## config.mk

```make
export PLATFORM = sky130hd
export DESIGN_NAME = sdw_div_cell
export DESIGN_NICKNAME = d
export VERILOG_FILES = /design/src/sv/square_to_disc_warp_address_unit_assert.svh /design/src/sv/sdw_div_cell.sv
export SDC_FILE = /design/constraint.sdc
export NUM_CORES = 1
export LEC_CHECK = 0
export BUFFER_PORTS_ARGS = -buffer_cell sky130_fd_sc_hd__buf_4
export CAP_MARGIN = 20
export CORE_MARGIN = 2
export CORE_UTILIZATION = 46
export CTS_CLUSTER_SIZE = 14
export DETAILED_ROUTE_END_ITERATION = 8
export PLACE_DENSITY = 0.79
export RECOVER_POWER = 25
export SLEW_MARGIN = 25
export SYNTH_ARGS = -nofsm -noshare
export SYNTH_HDL_FRONTEND = slang
export SYNTH_SLANG_ARGS = --single-unit
```

## constraint.sdc

```tcl
create_clock -name clk -period 0.95 [get_ports clk]
set_clock_uncertainty 0.05 [all_clocks]
set_input_delay 0.0475 -clock clk [delete_from_list [all_inputs] [get_ports clk]]
set_output_delay 0.0475 -clock clk [all_outputs]
set_load 0.005 [all_outputs]
```

## src/sv/square_to_disc_warp_address_unit_assert.svh

```systemverilog
// Assertion shorthands for the warp address unit; clk and rst_n must be in scope.
`ifndef SQUARE_TO_DISC_WARP_ADDRESS_UNIT_ASSERT_SVH
`define SQUARE_TO_DISC_WARP_ADDRESS_UNIT_ASSERT_SVH

// same-cycle implication
`define SDW_ASSERT_IMPLY(lbl, ante, cons) \
    lbl: assert property (@(posedge clk) disable iff (!rst_n) (ante) |-> (cons)) \
        else $error("sdw assertion failed");

// next-cycle implication
`define SDW_ASSERT_NEXT(lbl, ante, cons) \
    lbl: assert property (@(posedge clk) disable iff (!rst_n) (ante) |=> (cons)) \
        else $error("sdw assertion failed");

`endif

```

## src/sv/sdw_div_cell.sv

```systemverilog
`default_nettype none
// One restoring-division step on two lanes, one quotient bit per cell.
module sdw_div_cell #(
    parameter int DW = 12,
    parameter int NW = 17,
    parameter int QW = 17,
    parameter int SW = 1
) (
    input  logic          clk,
    input  logic          rst_n,
    input  logic          en,
    input  logic          in_valid,
    input  logic [DW-1:0] in_div_x,
    input  logic [DW-1:0] in_div_y,
    input  logic [DW-1:0] in_rem_x,
    input  logic [DW-1:0] in_rem_y,
    input  logic [NW-1:0] in_num_x,
    input  logic [NW-1:0] in_num_y,
    input  logic [QW-1:0] in_quo_x,
    input  logic [QW-1:0] in_quo_y,
    input  logic [SW-1:0] in_side,
    output logic          out_valid,
    output logic [DW-1:0] out_div_x,
    output logic [DW-1:0] out_div_y,
    output logic [DW-1:0] out_rem_x,
    output logic [DW-1:0] out_rem_y,
    output logic [NW-1:0] out_num_x,
    output logic [NW-1:0] out_num_y,
    output logic [QW-1:0] out_quo_x,
    output logic [QW-1:0] out_quo_y,
    output logic [SW-1:0] out_side
);
    logic          valid_reg;
    logic [DW-1:0] div_x_reg, div_y_reg, rem_x_reg, rem_y_reg;
    logic [NW-1:0] num_x_reg, num_y_reg;
    logic [QW-1:0] quo_x_reg, quo_y_reg;
    logic [SW-1:0] side_reg;

    logic [DW:0]   t_x, t_y, d_x, d_y;
    logic          ge_x, ge_y;
    logic [DW-1:0] rem_x_next, rem_y_next;
    logic [NW-1:0] num_x_next, num_y_next;
    logic [QW-1:0] quo_x_next, quo_y_next;

    always_comb
    begin
        t_x  = {in_rem_x, in_num_x[NW-1]};
        t_y  = {in_rem_y, in_num_y[NW-1]};
        d_x  = t_x - {1'b0, in_div_x};
        d_y  = t_y - {1'b0, in_div_y};
        ge_x = t_x >= {1'b0, in_div_x};
        ge_y = t_y >= {1'b0, in_div_y};
        rem_x_next = ge_x ? d_x[DW-1:0] : t_x[DW-1:0];
        rem_y_next = ge_y ? d_y[DW-1:0] : t_y[DW-1:0];
        num_x_next = {in_num_x[NW-2:0], 1'b0};
        num_y_next = {in_num_y[NW-2:0], 1'b0};
        quo_x_next = {in_quo_x[QW-2:0], ge_x};
        quo_y_next = {in_quo_y[QW-2:0], ge_y};
    end

    always_ff @(posedge clk or negedge rst_n)
    begin
        if (!rst_n)
            valid_reg <= 1'b0;
        else if (en)
            valid_reg <= in_valid;
    end

    always_ff @(posedge clk)
    begin
        if (en)
        begin
            div_x_reg <= in_div_x;
            div_y_reg <= in_div_y;
            rem_x_reg <= rem_x_next;
            rem_y_reg <= rem_y_next;
            num_x_reg <= num_x_next;
            num_y_reg <= num_y_next;
            quo_x_reg <= quo_x_next;
            quo_y_reg <= quo_y_next;
            side_reg  <= in_side;
        end
    end

    assign out_valid = valid_reg;
    assign out_div_x = div_x_reg;
    assign out_div_y = div_y_reg;
    assign out_rem_x = rem_x_reg;
    assign out_rem_y = rem_y_reg;
    assign out_num_x = num_x_reg;
    assign out_num_y = num_y_reg;
    assign out_quo_x = quo_x_reg;
    assign out_quo_y = quo_y_reg;
    assign out_side  = side_reg;
endmodule
`default_nettype wire

```

==> impl_metrics.tcl <==
set metrics [dict create \
    dpl.hpwl_mm 10.82 \
    path_class "in2reg" \
    ys_ff_latch 116 \
    finalWirelength_mm 22.57 \
    fp.dieH_um 108.5 \
    synth_edf_count 115 \
    slowest_delay_ps 350 \
    wl_per_cell_um 24.69 \
    htreeDepth 4 \
    antenna_found_initial 1 \
    switching_power_mw 4.203 \
    grt_use_total 0.3548 \
    hold_end "out_quo_x[0]$_DFFE_PP_" \
    design_area_um2 9822 \
    grt_pass1_wl_mm 29.86 \
    fp.dieArea_um2 11770 \
    critPathCaptureType "flip-flop" \
    portBuffers 234 \
    combinationalPowerShare 0.231 \
    cp-start-kind "input port" \
    drive_above_1_share 0.5045 \
    status "finished with violations" \
    hold_path_startpoint "in_rem_x[11]" \
    grt_setup_unrepaired "yes" \
    synthArstFlopShare 0.008621 \
    root_buffer "clkbuf_8" \
    holdWs_ps -7.061 \
    max_clock_freq_ghz 0.5056 \
    startpoint "in_div_y[7]" \
    drv_cap 0 \
    crit_buf_inv 5 \
    tightest_slew_ps 700.1 \
    hold_path_class "in2reg" \
    synthFlopType "edfxtp_1" \
    syn-cell-area_um2 5022 \
    clockPowerShare 0.385 \
    clock_path_buffers 2 \
    avgSynthCellArea_um2 16.05 \
    synthCells 313 \
    area_growth_pct 95.57 \
    p_int_mw 12.77 \
    p_leak_nw 4.353 \
    drc_errors 0 \
    relSlewSlack 0.5332 \
    r2r-end "out_valid$_DFFE_PN0P_" \
    first_global_vias 5166 \
    cts_buffers 17 \
    drtIter0Drc 419 \
    critPathTopFamily "compound AO/OA/AOI/OAI gates" \
    io_pins 239 \
    vias 4949 \
    p_per_area_nw_per_um2 1729 \
    slew_viol_final 0 \
    gp_congestion 0.8670 \
    placed_cell_area_um2 7600 \
    cp_max_fo 5 \
    yosysSeqAreaShare 0.6926 \
    core.rowCount 38 \
    clkTransAtPathRegs_ps 60 \
    ir_drop_uv 1225 \
    min_path_cells 4 \
    fin_util 0.9141 \
    crit_required_ps 1160 \
    placedCellCount 752 \
    failed_checks "hold timing, setup timing" \
    reg2reg_from "out_valid$_DFFE_PN0P_" \
    switching_share 0.2476 \
    setup_tns_ps -47520 \
    grt_overflow 0 \
    worst-r2r-cell-count 1 \
    nNetsFinal 909 \
    design.core.area_um2 10750 \
    crit_chain "buf_4 > inv_1 > ha_1 > inv_1 > o21bai_1 > a21oi_1 > o21a_2 > a21oi_4 > a2111oi_4 > buf_6 > buf_12 > mux2_4" \
    finalWorstSetupSlack_ps -1028 \
    postRouteAntennaNets 0 \
    ys_warn_count 0 \
    hold_viol_final 1 \
    p_seq_frac 0.383 \
    drtPass1Iterations 6 \
    slowest_stage "ha_1" \
    clk_latency_ps 510 \
    ys_types 42 \
    viasPerCell 5.415 \
    initial_core_util 0.4674 \
    layout_worst_path_cycle_share 2.082 \
    cts_tree "built" \
    finalSetupViolations 148 \
    cp.arrival_ps 2190 \
    hold_buffers 120 \
    grt_max_degree 33 \
    fin_crit_ps 1978 \
    finalNonFillerCells 914 \
    clock_sinks 116 \
    die_x_um 108.5 \
    cpMostUsedCell "inv_1" \
    rrSetupSlack_ps 110 \
]
==> metal layers <==
| layer | routed length, um | global-route usage | vias up |
|---|---|---|---|
| li1 | - | - | 2076 |
| met1 | 7790 | 0.3784 | 2382 |
| met2 | 11560 | 0.6371 | 382 |
| met3 | 1917 | 0.1019 | 109 |
| met4 | 1303 | 0.1786 | 0 |
| met5 | 0 | 0 | - |
==> state kept, by name (all words and copies together) (netlist names), 12 cells and up <==
register,flops
out_num_x,16
out_quo_y,17
out_quo_x,17
out_rem_y,12
out_rem_x,12
out_div_x,12
out_num_y,16
out_div_y,12
==> cells in the final DEF (no fill, tap or decap), drive strengths merged, types with 2 or more instances in the layout <==
cell type / count
clkinv: 8
a2111oi: 3
a21oi: 16
edfxtp: 115
o31a: 3
bufinv: 4
fa: 2
and3: 2
dlygate4sd3: 119
inv: 33
nand2b: 3
ha: 24
o21a: 5
xor2: 6
mux2i: 4
buf: 307
nand3: 6
a21o: 6
or2: 2
conb: 2
mux2: 21
nor2b: 5
xnor2: 9
clkbuf: 23
o21ai: 8
nor2: 11
o21bai: 3
nand2: 4
nor3: 5
nand4: 3
o311ai: 2
==> cell type report <==
class	instances	area [um^2]
repair buffers	433	3841
fillers	376	923.4
inverters	33	133.9
flip-flops and latches	116	3478
well taps	140	175.2
clock inverters	13	166.4
clock buffers	17	414.1
diodes	1	2.502
multi-input cells	161	1610
==> cells by family (layout without fill, tap and decap cells) <==
family,after synthesis,after routing,share of synthesized area
AO/OA/AOI/OAI,50,50,0.07598
AND/OR/NAND/NOR,43,43,0.04435
multiplexers,25,25,0.06029
other,1,3,0.0007467
adder cells (fa/ha/maj),26,26,0.06776
XOR/XNOR,15,15,0.02616
flip-flops,116,116,0.6926
buffers and inverters,37,496,0.03214
==> synthesized netlist by cell type, types with 2 or more instances <==
cell type	count	area [um^2]
o31a_1	3	26.28
o21bai_1	3	22.52
a21oi_1	14	70.07
a21oi_2	2	17.52
nand3_1	6	30.03
nand4_1	3	18.77
nand2_1	4	15.01
nand2b_1	3	18.77
buf_4	2	15.01
buf_6	2	22.52
nor2b_1	5	31.28
xor2_1	6	52.55
a21o_1	6	45.04
o311ai_0	2	17.52
inv_1	33	123.9
nor3_1	4	20.02
or2_2	2	12.51
a2111oi_4	2	55.05
fa_1	2	40.04
o21ai_0	7	35.03
mux2_2	7	78.83
ha_1	24	300.3
o21a_1	4	30.03
nor2_1	11	41.29
mux2_4	7	105.1
xnor2_1	9	78.83
and3_1	2	12.51
mux2_1	7	78.83
edfxtp_1	115	3453
mux2i_1	4	40.04
==> how the worst max path moves through the flow <==
stage,endpoint,cells past startpoint
after floorplan,out_rem_y[10]$_DFFE_PP_,9
after global placement,out_rem_x[3]$_DFFE_PP_,9
after detailed placement,out_rem_x[2]$_DFFE_PP_,10
after CTS,out_rem_y[7]$_DFFE_PP_,12
after global routing,out_rem_y[8]$_DFFE_PP_,12
final,out_rem_y[7]$_DFFE_PP_,12
==> metrics by stage <==
| stage | setup slack (ps) | power [mW] |
|---|---|---|
| 5_1_grt | -1029 | 17.42 |
| 6_report | -1028 | 16.98 |
| 2_1_floorplan | -1290 | 7.563 |
| 4_1_cts | -895.5 | 16.24 |
| 3_3_place_gp | -1472 | 9.241 |
| 3_5_place_dp | -1516 | 9.364 |
==> power by group through the flow <==
stage	sequential, mW	combinational, mW	clock (mW)
after global placement	6.45	2.79	0
after CTS	6.39	3.51	6.34
final	6.51	3.93	6.54
after detailed placement	6.47	2.90	0
after global routing	6.54	4.09	6.79
after floorplan	6.51	1.05	0
==> timing repair <==
| action | CTS | global route |
|---|---|---|
| hold endpoints to repair | 120 | 1 |
| cloned | 1 | 0 |
| setup endpoints to repair | 142 | 143 |
| resized for setup | 38 | 55 |
| setup buffers | 6 | 4 |
| pin swaps | 13 | 1 |
Power figures use the tool's default switching activity.
