$ cat src/sv/square_to_disc_warp_address_unit_assert.svh
// Assertion shorthands for the warp address unit; clk and rst_n must be in scope.
`ifndef SQUARE_TO_DISC_WARP_ADDRESS_UNIT_ASSERT_SVH
`define SQUARE_TO_DISC_WARP_ADDRESS_UNIT_ASSERT_SVH

// same-cycle implication
`define SDW_ASSERT_IMPLY(lbl, ante, cons) \
    lbl: assert property (@(posedge clk) disable iff (!rst_n) (ante) |-> (cons)) \
        else $error("sdw assertion failed");

// next-cycle implication
`define SDW_ASSERT_NEXT(lbl, ante, cons) \
    lbl: assert property (@(posedge clk) disable iff (!rst_n) (ante) |=> (cons)) \
        else $error("sdw assertion failed");

`endif

$ cat src/sv/sdw_sqrt_cell.sv
`default_nettype none
// One digit-by-digit square root step: two radicand bits in, one root bit out.
module sdw_sqrt_cell #(
    parameter int SQW = 34,
    parameter int RTW = 17,
    parameter int PW  = 1
) (
    input  logic           clk,
    input  logic           rst_n,
    input  logic           en,
    input  logic           in_valid,
    input  logic [SQW-1:0] in_s,
    input  logic [RTW-1:0] in_root,
    input  logic [RTW:0]   in_rem,
    input  logic [PW-1:0]  in_pay,
    output logic           out_valid,
    output logic [SQW-1:0] out_s,
    output logic [RTW-1:0] out_root,
    output logic [RTW:0]   out_rem,
    output logic [PW-1:0]  out_pay
);
    logic           valid_reg;
    logic [SQW-1:0] s_reg;
    logic [RTW-1:0] root_reg;
    logic [RTW:0]   rem_reg;
    logic [PW-1:0]  pay_reg;

    logic [RTW+2:0] t, trial, diff;
    logic           ge;
    logic [SQW-1:0] s_next;
    logic [RTW-1:0] root_next;
    logic [RTW:0]   rem_next;

    always_comb
    begin
        t         = {in_rem, in_s[SQW-1:SQW-2]};
        trial     = {1'b0, in_root, 2'b01};
        diff      = t - trial;
        ge        = t >= trial;
        rem_next  = ge ? diff[RTW:0] : t[RTW:0];
        root_next = {in_root[RTW-2:0], ge};
        s_next    = {in_s[SQW-3:0], 2'b00};
    end

    always_ff @(posedge clk or negedge rst_n)
    begin
        if (!rst_n)
            valid_reg <= 1'b0;
        else if (en)
            valid_reg <= in_valid;
    end

    always_ff @(posedge clk)
    begin
        if (en)
        begin
            s_reg    <= s_next;
            root_reg <= root_next;
            rem_reg  <= rem_next;
            pay_reg  <= in_pay;
        end
    end

    assign out_valid = valid_reg;
    assign out_s     = s_reg;
    assign out_root  = root_reg;
    assign out_rem   = rem_reg;
    assign out_pay   = pay_reg;
endmodule
`default_nettype wire

$ cat config.mk
export PLATFORM = sky130hd
export DESIGN_NAME = sdw_sqrt_cell
export DESIGN_NICKNAME = d
export VERILOG_FILES = /design/src/sv/square_to_disc_warp_address_unit_assert.svh /design/src/sv/sdw_sqrt_cell.sv
export SDC_FILE = /design/constraint.sdc
export NUM_CORES = 1
export LEC_CHECK = 0
export BUFFER_PORTS_ARGS = -buffer_cell sky130_fd_sc_hd__buf_2
export CAP_MARGIN = 5
export CORE_UTILIZATION = 51
export CTS_CLUSTER_DIAMETER = 40
export DETAILED_ROUTE_END_ITERATION = 12
export PLACE_DENSITY = 0.89
export SYNTH_ARGS = -nofsm -noshare
export SYNTH_HDL_FRONTEND = slang
export SYNTH_SLANG_ARGS = --single-unit
$ cat constraint.sdc
create_clock -name clk -period 1.05 [get_ports clk]
set_input_delay 0.0525 -clock clk [delete_from_list [all_inputs] [get_ports clk]]
set_output_delay 0.0525 -clock clk [all_outputs]
set_load 0.01 [all_outputs]
==> metrics.log, run 1 <==
[metrics] part of the cycle the worst path needs: 201.1%
[metrics] Hold Path Class: in -> reg
[metrics] Post-Route Utilization: 94.51%
[metrics] Sum Neg Setup Slack: -16.34 ns
[metrics] drt via density: 6.767
[metrics] final setup violating endpoints: 26
[metrics] layout net count: 607
[metrics] deepest level of the CTS H-tree: 3
[metrics] CTS sink count: 69
[metrics] Seq pwr share: 36.9%
[metrics] area of the die: 0.006984 sq mm
[metrics] half-perimeter wire length after placement: 6741 um
[metrics] share of the yosys chip area belonging to registers: 60.91%
[metrics] Post-DP Area: 0.004823 sq mm
[metrics] Mapped Area: 0.003393 sq mm
[metrics] Max Slew Vio Count: 0
[metrics] via count of the first global-routing pass: 3694
[metrics] measured slew at the worst slew-check pin: 0.5179 ns
[metrics] Worst Hold Endpoint: out_rem[5]
[metrics] Num CTS Buffers: 9
[metrics] share of cells above drive strength 1: 59.34%
[metrics] maximum number of pins on one net before global-route repair: 26
[metrics] predominant post-synthesis flop cell: edfxtp_1
[metrics] commonest non-fill, non-tap cell in the layout: buf_2
[metrics] critical path fanouts, max: 6
[metrics] Gate power share: 29.8%
[metrics] kind of critical path: in -> reg
[metrics] master of the slowest instance on the critical path: a21oi_2
[metrics] number of rows created at floorplan: 29
[metrics] global-route wire length before repair: 22850 um
[metrics] storage element area: 0.002067 sq mm
[metrics] main combinational cell family by area after synthesis: compound AO/OA/AOI/OAI gates
[metrics] outcome: complete, but fails checks
[metrics] r2r setup slk: 0.23 ns
[metrics] post-synthesis adder-cell area fraction: 7.006%
[metrics] CTS tree: done
[metrics] Port Buf Inserts: 142
[metrics] critical path buffer and inverter count: 3
[metrics] area of combinational cells with multiple inputs: 0.001633 sq mm
[metrics] P_int: 6.521 mW
[metrics] initial core utilization: 53.13%
[metrics] power per cell area: 1580 mW/mm^2
[metrics] Fmax: 473.5 MHz
[metrics] die outline width: 83.57 um
[metrics] leakage power of the design: 2.652 nW
[metrics] headroom to the max-slew limit: 65.24%
[metrics] hold path startpoint: in_rem[3]
[metrics] post-synthesis mux area share: 7.153%
[metrics] synth-to-layout area growth: 77.88%
[metrics] number of instances in the synthesized netlist: 243
[metrics] clock latency of the later-clocked register in the worst-skew pair: 0.37 ns
[metrics] Post-Synth Simple-Gate Area: 7.301%
[metrics] post-synthesis cell type count: 48
[metrics] Max IR drop VDD: 1473 uV
[metrics] Die Y-Extent: 83.57 um
[metrics] final design instance area without fill: 0.006036 sq mm
[metrics] aggregate global routing overflow: 0
[metrics] maximum count of clock buffers along a single path: 2
[metrics] violations in the final reports: hold timing, setup timing
[metrics] Final GP Congestion: 0.8419
[metrics] per-instance average area after synthesis: 13.96 sq um
[metrics] final setup skew: 0 ns
[metrics] Clock transition at path regs: 0.10 ns
[metrics] hold slack final: -0.006565 ns
[metrics] number of max-cap violations: 0
[metrics] routed len/inst: 33.11 um
[metrics] async set-or-reset flop fraction in the synthesized netlist: 1.449%
[metrics] number of enable flip-flop cells after synthesis: 68
[metrics] complex-gate fraction of the synthesized area: 9.624%
[metrics] final setup slack of the worst path: -1.062 ns
[metrics] launching element type of the critical path: primary input
[metrics] critical path, cell by cell: buf_2 -> inv_2 -> ha_4 -> a21oi_2 -> buf_4 -> o221ai_1 -> a21boi_0 -> o31ai_1 -> xor2_1 -> mux2_4
[metrics] Worst setup EP type: register
[metrics] proportion of total power due to net switching: 31.60%
[metrics] kind of cell adding the most delay to the critical path: compound AO/OA/AOI/OAI gates
[metrics] parity-gate share of the synthesized area counting xor and xnor cells: 3.872%
[metrics] total wirelength of the detailed-routed design: 19770 um
[metrics] Final Hold Vio Count: 2
[metrics] Psw: 3.013 mW
[metrics] commonest non-fill, non-tap cells in the layout: buf_2, edfxtp_1, buf_4
[metrics] number of warnings reported in the yosys synthesis log: 0
[metrics] data required time at the worst endpoint: 1.19 ns
[metrics] worst setup path start: in_root[8]
[metrics] clock share of power: 33.3%
[metrics] Reg-to-Reg Start: out_valid
[metrics] iteration count of the initial detailed-routing pass: 6
[metrics] core area: 0.006386 sq mm
[metrics] # fillers: 173
[metrics] overall track demand over capacity in global routing: 44.98%
[metrics] First DRT Iteration DRCs: 811
[metrics] min Tclk post-route: 2.112 ns
[metrics] Crit Reg-Reg Endpoint: out_valid
[metrics] number of stages on the worst hold path: 2
[metrics] FF-to-FF path depth: 1
[metrics] Ports: 145
[metrics] RSZ-0062 raised after global routing: yes
[metrics] CTS root buf: clkbuf_8
[metrics] number of remaining DRC errors: 0
[metrics] antenna violations before repair: 0
[metrics] CP arrival: 2.25 ns
[metrics] number of routed nets with antenna violations: 0
[metrics] via total after detailed routing: 4040
[metrics] Largest stage delay, worst path: 0.40 ns
[metrics] Seq cells post-synth: 69
[cell type report]
type / instances / area share (%)
well taps: 77 / 1.596
multi-input cells: 147 / 27.05
flip-flops and latches: 69 / 34.25
clock inverters: 7 / 2.425
clock buffers: 9 / 2.052
inverters: 21 / 1.513
repair buffers: 266 / 31.07
diodes: 1 / 0.04146
[cell usage after synthesis (2+ instances only)]
cell | count | share of area, %
edfxtp_1 | 68 | 60
inv_1 | 21 | 2.3
ha_1 | 19 | 7.0
nand2_1 | 14 | 1.5
a21oi_1 | 12 | 1.8
mux2_2 | 10 | 3.3
xor2_1 | 9 | 2.3
nor2_1 | 7 | 0.77
nor3_1 | 7 | 1.0
a21o_1 | 6 | 1.3
mux2_4 | 6 | 2.7
o21ai_0 | 6 | 0.88
xnor2_1 | 6 | 1.5
a211oi_1 | 5 | 1.1
mux2i_1 | 4 | 1.2
buf_4 | 3 | 0.66
nand2b_1 | 3 | 0.55
buf_2 | 2 | 0.29
nand3_1 | 2 | 0.29
nand4_1 | 2 | 0.37
o21ai_1 | 2 | 0.29
o31ai_1 | 2 | 0.44
or3_1 | 2 | 0.37
[through the flow]
step / power, mW / cells / hold slack, ns / setup slack (ns)
2_1_floorplan: 4.515 / 244 / -0.2431 / -0.9445
3_3_place_gp: 5.312 / 513 / -0.1731 / -1.046
3_5_place_dp: 5.389 / 513 / -0.1700 / -1.150
4_1_cts: 8.613 / 585 / 0.001712 / -0.6381
5_1_grt: 9.611 / 596 / -0.009022 / -1.308
6_report: 9.534 / 597 / -0.006565 / -1.062
[power by group through the flow]
stage	clock network (mW)	registers, mW	logic [mW]
6_report	3.17	3.52	2.84
5_1_grt	3.24	3.51	2.86
4_1_cts	2.99	3.44	2.18
3_5_place_dp	0	3.49	1.90
3_3_place_gp	0	3.48	1.84
2_1_floorplan	0	3.64	0.871
[state kept, by name, summed over array words and instances (netlist names)]
register	count
out_s	32
out_valid	1
out_root	17
out_rem	18
out_pay	1
[cells by family after synthesis]
group                    Yosys count
AND/OR/NAND/NOR                   46
adder cells (fa/ha/maj)           19
other                              1
AO/OA/AOI/OAI                     45
flip-flops                        69
buffers and inverters             28
XOR/XNOR                          15
multiplexers                      20
[worst max-delay path by stage]
stage,end,slack [ns],depth (start not counted)
finish,out_rem[15],-1.06,10
global route,out_rem[15],-1.31,11
CTS,out_rem[17],-0.64,9
detailed placement,out_rem[17],-1.15,10
global placement,out_rem[9],-1.05,10
floorplan,out_rem[11],-0.94,8
[routing by layer]
metal | up-vias | part of all wire, % | track usage, %
met5 | - | 0 | 0
met4 | 0 | 11 | 24.96
met3 | 207 | 16 | 15.73
met2 | 560 | 43 | 71.40
met1 | 1824 | 31 | 53.50
li1 | 1449 | - | -
[what timing repair did]
| item | CTS | global route |
|---|---|---|
| setup endpoints to repair | 19 | 22 |
| hold buffers | 52 | 1 |
| resized for setup | 29 | 36 |
| pin swaps | 10 | 14 |
| buffers inserted | 4 | 11 |
| hold endpoints to repair | 51 | 1 |
Note: power is estimated with default switching activity, not from simulation.
==> run 2, diff against run 1 <==
ABC_AREA = 1   (was not set)
CORE_ASPECT_RATIO = 1.5   (was not set)
CORE_UTILIZATION = 48   (was 51)
PLACE_DENSITY = 0.84   (was 0.89)
clock period = 2.3 ns   (was 1.05 ns; I/O delays follow)
==> run 2 against run 1 <==
  * The run now ends clean
  * First-iteration DRC count shrank 85%
  * Global-route usage is 20 points lower
  * Clock-buffer cell count rose by 3
  * Core utilization fell by 24 points
  * Setup slack better by 1.2 ns
  * Combinational power is 74% lower
  * Via count shrank 23%
  * Area after synthesis rose by 4.4%
  * Routed wire length down 53%
  * Total power down 67%
  * Critical path type unchanged
==> metrics.log, run 2 <==
[metrics] outcome: complete, no violations
[metrics] antenna violations before repair: 0
[metrics] final setup skew: 0 ns
[metrics] commonest non-fill, non-tap cells in the layout: buf_2, nand2_1, edfxtp_1
[metrics] Largest stage delay, worst path: 0.53 ns
[metrics] part of the cycle the worst path needs: 92.45%
[metrics] number of remaining DRC errors: 0
[metrics] FF-to-FF path depth: 1
[metrics] initial core utilization: 49.36%
[metrics] Post-DP Area: 0.004360 sq mm
[metrics] power per cell area: 620.9 mW/mm^2
[metrics] most used standard cell by instance count after synthesis: nand2_1
[metrics] leading post-synthesis cells by cell area: edfxtp_1, nand2_1, ha_1
[metrics] maximum count of clock buffers along a single path: 2
[metrics] via total after detailed routing: 3116
[metrics] share of the yosys chip area belonging to registers: 58.33%
[metrics] overall track demand over capacity in global routing: 24.66%
[metrics] Sum Neg Setup Slack: 0 ns
[metrics] cell types with the highest counts after synthesis: nand2_1, edfxtp_1, inv_1
[metrics] final design instance area without fill: 0.005044 sq mm
[metrics] RSZ-0062 raised after global routing: no
[metrics] via count of the first global-routing pass: 3118
[metrics] clock latency of the later-clocked register in the worst-skew pair: 0.32 ns
[metrics] number of routed nets with antenna violations: 0
[metrics] Worst setup EP type: register
[metrics] # fillers: 550
[metrics] Reg-to-Reg Start: out_valid
[metrics] commonest non-fill, non-tap cell in the layout: buf_2
[metrics] CTS tree: done
[metrics] Clock transition at path regs: 0.06 ns
[metrics] number of instances in the synthesized netlist: 353
[metrics] master of the slowest instance on the critical path: dlygate4sd3_1
[metrics] critical path fanouts, max: 16
[metrics] CP arrival: 2.21 ns
[metrics] post-synthesis cell type count: 28
[metrics] CTS root buf: clkbuf_8
[metrics] synth-to-layout area growth: 42.34%
[metrics] Fmax: 470.3 MHz
[metrics] number of warnings reported in the yosys synthesis log: 0
[metrics] number of enable flip-flop cells after synthesis: 68
[metrics] share of cells above drive strength 1: 32.68%
[metrics] min Tclk post-route: 2.126 ns
[metrics] total wirelength of the detailed-routed design: 9283 um
[metrics] predominant post-synthesis flop cell: edfxtp_1
[metrics] hold path startpoint: in_valid
[metrics] maximum number of pins on one net before global-route repair: 34
[metrics] area of combinational cells with multiple inputs: 0.001236 sq mm
[metrics] Final Hold Vio Count: 0
[metrics] measured slew at the worst slew-check pin: 0.6892 ns
[metrics] drt via density: 4.721
[metrics] Mapped Area: 0.003543 sq mm
[metrics] number of max-cap violations: 0
[metrics] Port Buf Inserts: 142
[metrics] First DRT Iteration DRCs: 121
[metrics] headroom to the max-slew limit: 54.05%
[metrics] Final GP Congestion: 0.8492
[metrics] Hold Path Class: in -> reg
[metrics] launching element type of the critical path: primary input
[metrics] async set-or-reset flop fraction in the synthesized netlist: 1.449%
[metrics] final setup violating endpoints: 0
[metrics] storage element area: 0.002067 sq mm
[metrics] number of rows created at floorplan: 38
[metrics] global-route wire length before repair: 14480 um
[metrics] Die Y-Extent: 107.2 um
[metrics] data required time at the worst endpoint: 2.38 ns
[metrics] number of stages on the worst hold path: 2
[metrics] Ports: 145
[metrics] Max Slew Vio Count: 0
[metrics] half-perimeter wire length after placement: 6256 um
[metrics] layout net count: 648
[metrics] area of the die: 0.007737 sq mm
[metrics] critical path, cell by cell: dlygate4sd3_1 -> buf_2 -> inv_1 -> ha_1 -> nand2_1 -> inv_2 -> nand2_1 -> nor2_1 -> nand2_2 -> nand3b_4 -> nand2_4 -> nand2_8 -> inv_4 -> nand2_1 -> nand2_1
[metrics] core area: 0.007179 sq mm
[metrics] CTS sink count: 69
[metrics] deepest level of the CTS H-tree: 3
[metrics] Ant. Diodes: 0
[metrics] kind of critical path: in -> reg
[metrics] routed len/inst: 14.07 um
[metrics] Synth area leader: edfxtp_1
[metrics] Num CTS Buffers: 9
[metrics] Crit Reg-Reg Endpoint: out_valid
[metrics] post-CTS setup buffer count: 0
[metrics] Max IR drop VDD: 298.4 uV
[metrics] per-instance average area after synthesis: 10.04 sq um
[metrics] flip-flop count of the largest register, all copies and words added: 32
[metrics] aggregate global routing overflow: 0
[metrics] Most common cell on crit path: nand2_1
[metrics] leakage power of the design: 2.487 nW
[metrics] Worst Hold Endpoint: out_valid
[metrics] die outline width: 72.15 um
[metrics] iteration count of the initial detailed-routing pass: 4
[metrics] r2r setup slk: 1.54 ns
[metrics] Seq cells post-synth: 69
[metrics] area share of the largest cell type after synthesis: 57.63%
run 2: worst max-delay path: cells and delay by family:
| family | cells | cell delay [ns] |
|---|---|---|
| simple gates | 9 | 0.84 |
| buf+inv | 5 | 0.89 |
| fa+ha+maj | 1 | 0.36 |
run 2: logic make-up (layout without fill, tap and decap cells):
kind of cell / count (synthesis) / count (layout) / share of synthesized area [%]
buffers and inverters: 59 / 265 / 7.415
AND/OR/NAND/NOR: 174 / 174 / 21.54
XOR/XNOR: 10 / 10 / 2.684
adder cells (fa/ha/maj): 19 / 19 / 6.709
flip-flops: 69 / 69 / 58.33
multiplexers: 1 / 1 / 0.3178
AO/OA/AOI/OAI: 20 / 20 / 2.896
other: 1 / 2 / 0.1058
run 2: report_power, final:
| part | internal, mW | switching [mW] |
|---|---|---|
| sequential | 1.53 | 0.0338 |
| combinational | 0.322 | 0.417 |
| clock | 0.389 | 0.440 |
run 2: final cells by class:
class,count,share of cell area [%]
well taps,100,2.481
clock inverters,4,0.4962
flip-flops and latches,69,40.98
multi-input cells,226,24.51
clock buffers,12,2.679
repair buffers,195,24.78
inverters,54,4.068
run 2: stage by stage:
stage	total power, mW	hold WS, ns	instances	worst slack, ns	utilization, %
floorplan	1.973	-0.1806	354	0.6533	-
global placement	2.225	-0.1103	594	0.3244	60.74
detailed placement	2.241	-0.1051	594	0.3002	60.74
CTS	3.126	0.01062	660	0.1286	69.94
global route	3.282	0.05257	660	0.02923	70.25
finish	3.132	0.04635	660	0.1736	70.25
run 2: how the worst max path moves through the flow:
| stage | start | to | slack [ns] |
|---|---|---|---|
| after global placement | in_root[9] | out_rem[16] | 0.32 |
| after global routing | in_root[4] | out_rem[13] | 0.03 |
| after CTS | in_root[6] | out_rem[11] | 0.13 |
| after detailed placement | in_root[0] | out_rem[17] | 0.30 |
| final | in_root[6] | out_rem[14] | 0.17 |
| after floorplan | in_root[0] | out_rem[15] | 0.65 |
run 2: per-layer routing:
| layer | GRT usage (%) | up-vias | part of all wire, % |
|---|---|---|---|
| met3 | 4.417 | 16 | 5.2 |
| met4 | 8.263 | 0 | 2.1 |
| met1 | 26.53 | 1428 | 38 |
| met2 | 47.06 | 129 | 55 |
| li1 | - | 1543 | - |
| met5 | 0 | - | 0 |
run 2: what timing repair did:
| action | in CTS | in global routing |
|---|---|---|
| setup endpoints to repair | 0 | 16 |
| endpoints found under the hold margin | 50 | 0 |
| hold buffers | 50 | 0 |
| gates resized for setup | 0 | 6 |
